## config.mk

```make
export PLATFORM = sky130hd
export DESIGN_NAME = stacked_square_tone_generator_core
export DESIGN_NICKNAME = d
export VERILOG_FILES = /design/src/sv/sstg_pkg.sv /design/src/sv/stacked_square_tone_generator_core.sv /design/src/sv/sstg_ram.sv /design/src/sv/sstg_chan_alu.sv
export SDC_FILE = /design/constraint.sdc
export NUM_CORES = 2
export LEC_CHECK = 0
export BUFFER_PORTS_ARGS = -buffer_cell sky130_fd_sc_hd__buf_4
export CORE_ASPECT_RATIO = 2
export CORE_MARGIN = 3
export CORE_UTILIZATION = 57
export CTS_CLUSTER_SIZE = 10
export DETAILED_ROUTE_END_ITERATION = 10
export PLACE_DENSITY = 0.79
export SYNTH_ARGS = -nofsm -noshare
export SYNTH_HDL_FRONTEND = slang
export SYNTH_SLANG_ARGS = --single-unit
export TNS_END_PERCENT = 100
```

## constraint.sdc

```tcl
create_clock -name clock -period 8.55 [get_ports clock]
set_input_delay 1.71 -clock clock [delete_from_list [all_inputs] [get_ports clock]]
set_output_delay 1.71 -clock clock [all_outputs]
set_load 0.01 [all_outputs]
```

## src/sv/sstg_pkg.sv

```systemverilog
// Shared types, constants and helpers of the stacked square tone generator.
`timescale 1ns / 1ps
`default_nettype none

package sstg_pkg;

   localparam int NUM_GROUPS     = 4;
   localparam int SUBS_PER_GROUP = 4;
   localparam int NUM_CHANNELS   = 16;
   localparam int PERIOD_BITS    = 16;

   localparam int CH_W      = (NUM_CHANNELS > 1) ? $clog2(NUM_CHANNELS) : 1;
   localparam int CNT_W     = $clog2(NUM_CHANNELS + 1);
   localparam int BEND_W    = 16;
   localparam int BEND_FRAC = 14;
   localparam int PROD_W    = PERIOD_BITS + BEND_W;
   localparam int PIN_W     = 16;
   localparam int VEL_STEP  = 127 / SUBS_PER_GROUP;

   localparam logic [BEND_W-1:0] UNITY_BEND = 16'd16384;

   // item codes
   localparam logic [2:0] FUNC_TICK     = 3'd0;
   localparam logic [2:0] FUNC_NOTE_ON  = 3'd1;
   localparam logic [2:0] FUNC_NOTE_OFF = 3'd2;
   localparam logic [2:0] FUNC_BEND     = 3'd3;
   localparam logic [2:0] FUNC_STOP_ALL = 3'd4;

   typedef struct packed {
      logic [2:0]  func;
      logic [1:0]  group_index;
      logic [6:0]  note_number;
      logic [6:0]  velocity;
      logic [15:0] base_period;
      logic [3:0]  channel_index;
      logic [15:0] bend_scale;
   } req_type;

   typedef struct packed {
      logic [15:0] pin_levels;
      logic        note_matched;
   } rsp_type;

   // one channel's word in the state RAM
   typedef struct packed {
      logic [BEND_W-1:0]      bend;
      logic [PERIOD_BITS-1:0] counter;
      logic [PERIOD_BITS-1:0] active;
      logic [PERIOD_BITS-1:0] base;
   } entry_type;

   localparam int ENTRY_W = $bits(entry_type);

   localparam entry_type RESET_ENTRY = '{
      bend:    UNITY_BEND,
      counter: '0,
      active:  '0,
      base:    '0
   };

   typedef struct packed {
      logic [2:0]  func;
      logic [15:0] base_in;
      logic [15:0] bend_in;
   } alu_ctrl_type;

   typedef struct packed {
      entry_type entry;
      logic      pin;
   } alu_out_type;

   typedef struct packed {
      logic        active;
      logic [6:0]  note;
   } group_note_type;

   function automatic logic [PERIOD_BITS-1:0] sat_period(input logic [PROD_W-1:0] v);
      logic [PERIOD_BITS-1:0] r;
      if (v[PROD_W-1:PERIOD_BITS] != '0) begin
         r = '1;
      end else begin
         r = v[PERIOD_BITS-1:0];
      end
      return r;
   endfunction

endpackage

`default_nettype wire

```

## src/sv/stacked_square_tone_generator_core.sv

```systemverilog
// Top level: stacked square tone generator with per-channel state in one RAM.
//
//   channel   ports                         direction  transfer when
//   request   start, busy, req_data         in         start && !busy at a rising edge
//   response  rsp_strobe, rsp_data          out        rsp_strobe high (one cycle)
//
// Walk: a tick walks every channel, one RAM read per cycle with the
//   write-back in the cycle after; a new transfer is taken only once the walk
//   is done. A note on walks the channels it starts, a matching note off the
//   group's channels, a bend one channel, other items none.
//   The walk is paced by the single read port of the channel state RAM.
// Reset: synchronous, active high; state reads back as its reset value at once
//   (per-entry valid bits), so no clearing pass is needed. Stop all does the same.
// Stalls: the receiver cannot stall; every response is a single-cycle strobe.
`timescale 1ns / 1ps
`default_nettype none

module stacked_square_tone_generator_core (
   input  wire logic              clock,
   input  wire logic              reset,
   input  wire logic              start,
   output logic                   busy,
   input  wire sstg_pkg::req_type req_data,
   output logic                   rsp_strobe,
   output sstg_pkg::rsp_type      rsp_data
);

   import sstg_pkg::*;

   typedef enum logic [2:0] {
      ST_IDLE = 3'b001,
      ST_RUN  = 3'b010,
      ST_DONE = 3'b100
   } state_type;

   state_type state_ff, state_in;

   req_type req_ff, req_in;

   // walk control: read side leads, write side trails by the RAM latency
   logic [CH_W-1:0]  rd_ch_ff, rd_ch_in;
   logic [CNT_W-1:0] rd_left_ff, rd_left_in;
   logic             wr_pend_ff, wr_pend_in;
   logic [CH_W-1:0]  wr_ch_ff, wr_ch_in;

   logic [NUM_CHANNELS-1:0] valid_ff, valid_in;
   logic [NUM_CHANNELS-1:0] pins_ff, pins_in;
   group_note_type          group_note_ff [NUM_GROUPS];
   group_note_type          group_note_in [NUM_GROUPS];
   logic                    matched_ff, matched_in;

   logic             accept;
   logic             rd_en;
   logic [ENTRY_W-1:0] rd_word;
   entry_type        entry_cur;
   alu_ctrl_type     alu_ctrl;
   alu_out_type      alu_res;

   logic [CNT_W-1:0] on_count;
   logic             grp_ok;
   logic             off_match;

   assign accept = start && !busy;
   assign busy   = (state_ff != ST_IDLE);

   // how many stacked channels a note on reaches (velocity and range both monotonic)
   always_comb begin
      on_count = '0;
      for (int i = 0; i < SUBS_PER_GROUP; i++) begin
         if ((int'(req_data.velocity) >= VEL_STEP * i) &&
             (int'(req_data.group_index) * SUBS_PER_GROUP + i < NUM_CHANNELS) &&
             (on_count == CNT_W'(i))) begin
            on_count = CNT_W'(i + 1);
         end
      end
   end

   assign grp_ok    = (int'(req_data.group_index) < NUM_GROUPS);
   assign off_match = grp_ok && group_note_ff[req_data.group_index].active &&
                      (group_note_ff[req_data.group_index].note == req_data.note_number);

   // channel state RAM
   assign rd_en = (state_ff == ST_RUN) && (rd_left_ff != '0);

   sstg_ram #(
      .WIDTH (ENTRY_W),
      .DEPTH (NUM_CHANNELS)
   ) u_chan_ram (
      .clock   (clock),
      .wr_en   (wr_pend_ff),
      .wr_addr (wr_ch_ff),
      .wr_data (alu_res.entry),
      .rd_en   (rd_en),
      .rd_addr (rd_ch_ff),
      .rd_data (rd_word)
   );

   // never-written entries read as their reset value
   assign entry_cur = valid_ff[wr_ch_ff] ? entry_type'(rd_word) : RESET_ENTRY;

   assign alu_ctrl.func    = req_ff.func;
   assign alu_ctrl.base_in = req_ff.base_period;
   assign alu_ctrl.bend_in = req_ff.bend_scale;

   sstg_chan_alu u_alu (
      .ctrl      (alu_ctrl),
      .entry_cur (entry_cur),
      .pin_cur   (pins_ff[wr_ch_ff]),
      .result    (alu_res)
   );

   always_comb begin
      state_in   = state_ff;
      req_in     = req_ff;
      rd_ch_in   = rd_ch_ff;
      rd_left_in = rd_left_ff;
      wr_pend_in = 1'b0;
      wr_ch_in   = wr_ch_ff;
      valid_in   = valid_ff;
      pins_in    = pins_ff;
      matched_in = matched_ff;
      for (int g = 0; g < NUM_GROUPS; g++) begin
         group_note_in[g] = group_note_ff[g];
      end

      // trailing write-back of the walk
      if (wr_pend_ff) begin
         valid_in[wr_ch_ff] = 1'b1;
         pins_in[wr_ch_ff]  = alu_res.pin;
      end

      case (state_ff)
         ST_IDLE: begin
            if (accept) begin
               req_in     = req_data;
               matched_in = 1'b0;
               rd_left_in = '0;
               rd_ch_in   = '0;
               state_in   = ST_RUN;
               case (req_data.func)
                  FUNC_TICK: begin
                     rd_left_in = CNT_W'(NUM_CHANNELS);
                  end
                  FUNC_NOTE_ON: begin
                     if (grp_ok) begin
                        group_note_in[req_data.group_index] = '{active: 1'b1,
                                                               note: req_data.note_number};
                        rd_ch_in   = CH_W'(int'(req_data.group_index) * SUBS_PER_GROUP);
                        rd_left_in = on_count;
                     end
                  end
                  FUNC_NOTE_OFF: begin
                     if (off_match) begin
                        group_note_in[req_data.group_index] = '0;
                        matched_in = 1'b1;
                        rd_ch_in   = CH_W'(int'(req_data.group_index) * SUBS_PER_GROUP);
                        // group channels that exist
                        for (int i = 0; i < SUBS_PER_GROUP; i++) begin
                           if (int'(req_data.group_index) * SUBS_PER_GROUP + i
                               < NUM_CHANNELS) begin
                              rd_left_in = CNT_W'(i + 1);
                           end
                        end
                     end
                  end
                  FUNC_BEND: begin
                     if (int'(req_data.channel_index) < NUM_CHANNELS) begin
                        rd_ch_in   = CH_W'(req_data.channel_index);
                        rd_left_in = CNT_W'(1);
                     end
                  end
                  FUNC_STOP_ALL: begin
                     valid_in = '0;
                     pins_in  = '0;
                     for (int g = 0; g < NUM_GROUPS; g++) begin
                        group_note_in[g] = '0;
                     end
                  end
                  default: begin
                     rd_left_in = '0;
                  end
               endcase
            end
         end
         ST_RUN: begin
            if (rd_left_ff != '0) begin
               rd_ch_in   = rd_ch_ff + 1'b1;
               rd_left_in = rd_left_ff - 1'b1;
               wr_pend_in = 1'b1;
               wr_ch_in   = rd_ch_ff;
            end else begin
               // last write-back lands this cycle, pins settle for DONE
               state_in = ST_DONE;
            end
         end
         ST_DONE: begin
            state_in = ST_IDLE;
         end
         default: begin
            state_in = ST_IDLE;
         end
      endcase
   end

   always_ff @(posedge clock) begin
      if (reset) begin
         state_ff   <= ST_IDLE;
         rd_left_ff <= '0;
         wr_pend_ff <= 1'b0;
         valid_ff   <= '0;
         pins_ff    <= '0;
         matched_ff <= 1'b0;
         for (int g = 0; g < NUM_GROUPS; g++) begin
            group_note_ff[g] <= '0;
         end
      end else begin
         state_ff   <= state_in;
         rd_left_ff <= rd_left_in;
         wr_pend_ff <= wr_pend_in;
         valid_ff   <= valid_in;
         pins_ff    <= pins_in;
         matched_ff <= matched_in;
         for (int g = 0; g < NUM_GROUPS; g++) begin
            group_note_ff[g] <= group_note_in[g];
         end
      end
   end

   // payload and walk pointers need no reset
   always_ff @(posedge clock) begin
      req_ff   <= req_in;
      rd_ch_ff <= rd_ch_in;
      wr_ch_ff <= wr_ch_in;
   end

   // response: one-cycle strobe straight from registers
   assign rsp_strobe = (state_ff == ST_DONE);

   always_comb begin
      rsp_data.pin_levels   = '0;
      rsp_data.note_matched = matched_ff;
      for (int i = 0; i < PIN_W; i++) begin
         if (i < NUM_CHANNELS) begin
            rsp_data.pin_levels[i] = pins_ff[i];
         end
      end
   end

   // read and write-back of the walk never touch the same entry together
   a_no_rw_clash: assert property (@(posedge clock) disable iff (reset)
      (rd_en && wr_pend_ff) |-> (rd_ch_ff != wr_ch_ff))
      else $error("RAM read and write-back address clash");

   a_strobe_single: assert property (@(posedge clock) disable iff (reset)
      rsp_strobe |=> !rsp_strobe)
      else $error("response strobe held longer than one cycle");

   a_match_only_off: assert property (@(posedge clock) disable iff (reset)
      (rsp_strobe && rsp_data.note_matched) |-> (req_ff.func == FUNC_NOTE_OFF))
      else $error("note match reported for an item that is not a note off");

   a_idle_quiet: assert property (@(posedge clock) disable iff (reset)
      !busy |-> ((rd_left_ff == '0) && !wr_pend_ff))
      else $error("walk still pending while idle");

endmodule

`default_nettype wire

```

## src/sv/sstg_ram.sv

```systemverilog
// Generic single-port-write, single-port-read RAM with registered read data.
`timescale 1ns / 1ps
`default_nettype none

module sstg_ram #(
   parameter int WIDTH = 8,
   parameter int DEPTH = 16,
   parameter int ADDR_W = (DEPTH > 1) ? $clog2(DEPTH) : 1
) (
   input  wire logic              clock,
   input  wire logic              wr_en,
   input  wire logic [ADDR_W-1:0] wr_addr,
   input  wire logic [WIDTH-1:0]  wr_data,
   input  wire logic              rd_en,
   input  wire logic [ADDR_W-1:0] rd_addr,
   output logic      [WIDTH-1:0]  rd_data
);

   logic [WIDTH-1:0] mem_ff [DEPTH];
   logic [WIDTH-1:0] rd_data_ff;

   always_ff @(posedge clock) begin
      if (wr_en) begin
         mem_ff[wr_addr] <= wr_data;
      end
      if (rd_en) begin
         rd_data_ff <= mem_ff[rd_addr];
      end
   end

   assign rd_data = rd_data_ff;

endmodule

`default_nettype wire

```

## src/sv/sstg_chan_alu.sv

```systemverilog
// Per-channel update: tick, note on, note off and bend applied to one RAM word.
`timescale 1ns / 1ps
`default_nettype none

module sstg_chan_alu (
   input  wire sstg_pkg::alu_ctrl_type ctrl,
   input  wire sstg_pkg::entry_type    entry_cur,
   input  wire logic                   pin_cur,
   output sstg_pkg::alu_out_type       result
);

   import sstg_pkg::*;

   logic [PERIOD_BITS-1:0] base_sat;
   logic [PERIOD_BITS-1:0] mul_a;
   logic [BEND_W-1:0]      mul_b;
   logic [PROD_W-1:0]      product;
   logic [PERIOD_BITS-1:0] scaled;

   assign base_sat = sat_period(PROD_W'(ctrl.base_in));

   // one shared multiplier: note on uses the new base, bend the new factor
   assign mul_a   = (ctrl.func == FUNC_NOTE_ON) ? base_sat : entry_cur.base;
   assign mul_b   = (ctrl.func == FUNC_NOTE_ON) ? entry_cur.bend : ctrl.bend_in;
   assign product = PROD_W'(mul_a) * PROD_W'(mul_b);
   assign scaled  = sat_period(product >> BEND_FRAC);

   always_comb begin
      result.entry = entry_cur;
      result.pin   = pin_cur;
      case (ctrl.func)
         FUNC_TICK: begin
            if (entry_cur.active != '0) begin
               if (entry_cur.counter >= entry_cur.active) begin
                  result.pin           = ~pin_cur;
                  result.entry.counter = '0;
               end else begin
                  result.entry.counter = entry_cur.counter + 1'b1;
               end
            end
         end
         FUNC_NOTE_ON: begin
            result.entry.base   = base_sat;
            result.entry.active = scaled;
         end
         FUNC_NOTE_OFF: begin
            result.entry.base   = '0;
            result.entry.active = '0;
            result.pin          = 1'b0;
         end
         FUNC_BEND: begin
            result.entry.bend = ctrl.bend_in;
            if (entry_cur.base != '0) begin
               result.entry.active = scaled;
            end
         end
         default: begin
            result.entry = entry_cur;
         end
      endcase
   end

endmodule

`default_nettype wire

```

==> out/qor.yml <==
clk_latency_ps: 770
dr.first_iter.drc_count: 3666
critPathTopFamily: "adder cells"
max_cap_violations: 0
grt_max_degree: 119
cts_tree: "built"
yosys.cell_types.count: 72
slew_violations: 0
p_switching_uw: 3090
die_area_um2: 103000
syn_nets: 4138
m1WireLength_um: 51200
cell_internal_pwr_uw: 9920
yosysTopAreaCellShare_pct: 60.4
globalplace.congestion: 1.05
routed_via_density: 6.50
grt_pass1_vias: 36900
ys_top_cells_by_area: "edfxtp_1, fa_1, mux4_2"
cts_root_buf: "clkbuf_16"
async_flop_share_pct: 0
num_vias: 34600
rsz0062_at_grt: "yes"
yosys.area.top_type: "edfxtp_1"
nets: 4343
critPathKind: "flip-flop to flip-flop"
yosysWarnings: 0
top_layer: "met4"
drt_first_pass_iters: 5
fp.coreArea_um2: 97700
final_hold_viol_count: 0
clk_pin_slew_ps: 50
ant_nets: 0
cts_made_buffers: 138
total_power_uw: 13000
io_buffers: 76
power.share.clock_pct: 40.3
cpMaxStageDelayCell: "fa_1"
row_count: 162
cts_max_path_buffers: 3
worst-path-buf-inv: 8
slowest_delay_ps: 600
wl_per_cell_um: 29.6
skew_ps: 22.8
ctsHoldBuffers: 0
max_slew_margin_pct: 12.5
grt_usage_pct: 30.9
wl_met2_um: 83100
routed_wl_um: 158000
syn2layout_area_growth_pct: 12.5
synth_ff_type: "edfxtp_1"
drc: 0
overflow: 0
status: "finished, final reports clean"
cp_max_fo: 26
setup_viol: 0
synth_seq_area_share_pct: 63.1
initial_core_util_pct: 57.5
dp_hpwl_um: 94700
p_sw_share_pct: 23.7
timing.final.crit_share_pct: 97.6
worst_pin_slew_ps: 1310
cp-end-kind: "flip-flop"
crit_path_frequent_cell: "fa_1"
grt_pass1_wl_um: 232000
htree_levels: 4
ys_seq_elements: 1205
vdd_drop_max_mv: 0.192
timing.fmax_ghz: 0.120
drive_gt1_share_pct: 17.7
period_minus_slack_ps: 8350
crit_required_ps: 8990
cp.arrival_ps: 8790
synth_edf_count: 1131
cts.sinks: 1205
seqPwrFrac_pct: 49.9
synth_cells: 3766
syn-cell-area_um2: 56200
antenna_found_initial: 2
num_io_pins: 77
die_width_um: 228
syn_area_per_cell_um2: 14.9
die_y_um: 450
route.met3.wl_um: 11900
p_comb_share_pct: 9.8
fin_util_pct: 64.7
p_leak_uw: 0.0227
startpoint_type: "flip-flop"
hold_class: "flip-flop to flip-flop"
power_density_nw_per_um2: 206
per-stage QoR:
stage	setup TNS (ps)	instance area, um2	hold slack (ps)	std cells	worst slack (ps)
2_1_floorplan	0	56200	435	3766	542
3_3_place_gp	0	59200	445	5136	191
3_5_place_dp	-1410	59200	448	5136	-88.8
4_1_cts	0	63100	461	5320	51.7
5_1_grt	-2050	63200	495	5328	-33.9
6_report	0	63300	462	5329	201
metal layers:
| metal | GRT usage, % | up-vias |
|---|---|---|
| met1 | 34.2 | 17400 |
| met2 | 54.6 | 2106 |
| met5 | 0 | - |
| met4 | 21.2 | 0 |
| li1 | - | 14500 |
| met3 | 4.96 | 604 |
worst paths after layout:
kind | from | endpoint | slack, ps | cells after the start
max | wr_ch_ff[0]$_DFFE_PP_ | u_chan_ram.mem_ff[1][26]$_DFFE_PP_ | 200 | 29
min | valid_ff[6]$_SDFF_PP0_ | valid_ff[6]$_SDFF_PP0_ | 460 | 1
max reg2reg | wr_ch_ff[0]$_DFFE_PP_ | u_chan_ram.mem_ff[1][26]$_DFFE_PP_ | 200 | 29
min reg2reg | valid_ff[6]$_SDFF_PP0_ | valid_ff[6]$_SDFF_PP0_ | 460 | 1
layout by cell type, fill, tap and decap left out, types with 13 or more instances in the layout:
| master | count |
|---|---|
| xor2_1 | 19 |
| inv_1 | 224 |
| clkbuf_1 | 30 |
| dfxtp_1 | 74 |
| xnor2_1 | 21 |
| a22o_1 | 26 |
| and2_1 | 18 |
| a22oi_1 | 105 |
| ha_1 | 121 |
| fa_1 | 191 |
| buf_12 | 14 |
| nor2_1 | 214 |
| a21o_1 | 18 |
| nand3_1 | 28 |
| nand2b_1 | 13 |
| edfxtp_1 | 1131 |
| mux2i_1 | 200 |
| o21ai_0 | 189 |
| mux4_2 | 144 |
| o21ai_1 | 18 |
| a21oi_1 | 113 |
| clkbuf_16 | 141 |
| mux2_2 | 66 |
| buf_4 | 235 |
| o21a_1 | 28 |
| nand2_1 | 327 |
| nor3_1 | 14 |
| nand4_1 | 18 |
| a221oi_1 | 66 |
registers in the layout, summed over array words and instances, names as in the netlist, 4 cells and up, named ones only:
register	cells
valid_ff	16
u_chan_ram.rd_data	64
pins_ff	16
group_note_ff	4
rd_left_ff	5
u_chan_ram.mem_ff	1024
alu_ctrl	35
rd_ch_ff	4
wr_ch_ff	4
synthesized netlist by cell type (all sizes together) (13+ instances only):
cell    count
inv       236
dfxtp      74
o21a       29
xor2       19
clkbuf    143
nor3       17
a221oi     66
nand2b     13
edfxtp   1131
mux2       66
and2       22
mux4      145
a21oi     120
nand2     334
ha        121
nand3      29
a22o       34
mux2i     200
buf        45
xnor2      21
o21ai     212
nand4      19
fa        193
nor2      224
a22oi     110
a21o       18
what timing repair did:
action,in CTS,in global routing
setup buffers,0,4
pin swaps,0,6
resized for setup,1,50
endpoints found under the setup margin,16,256
cloned,0,3
cell type report:
class	instances	area (um2)
flip-flops and latches	1205	35400
fillers	6815	34400
multi-input cells	2140	19400
clock buffers	171	3640
repair buffers	250	2060
well taps	1312	1640
inverters	236	916
clock inverters	13	191
diodes	2	5.00
power groups by stage:
| stage | sequential [uW] | combinational [uW] | clock (uW) |
|---|---|---|---|
| after floorplan | 6590 | 779 | 0 |
| after detailed placement | 6610 | 1230 | 0 |
| final | 6490 | 1270 | 5240 |
| after CTS | 6490 | 1250 | 5300 |
| after global routing | 6490 | 1360 | 5520 |
| after global placement | 6610 | 1210 | 0 |
cell families (layout without fill, tap and decap cells):
| kind of cell | Yosys count | after routing | synth area share [%] |
|---|---|---|---|
| xor gates and xnor gates | 40 | 40 | 0.623 |
| adders and majority gates | 314 | 314 | 9.57 |
| AOI/OAI and AO/OA | 648 | 648 | 7.50 |
| DFF | 1205 | 1205 | 63.1 |
| muxes | 411 | 411 | 10.7 |
| buffers and inverters | 424 | 670 | 2.90 |
| other | 0 | 2 | 0 |
| and+or+nand+nor | 724 | 727 | 5.65 |
Note: power is estimated with default switching activity, not from simulation.
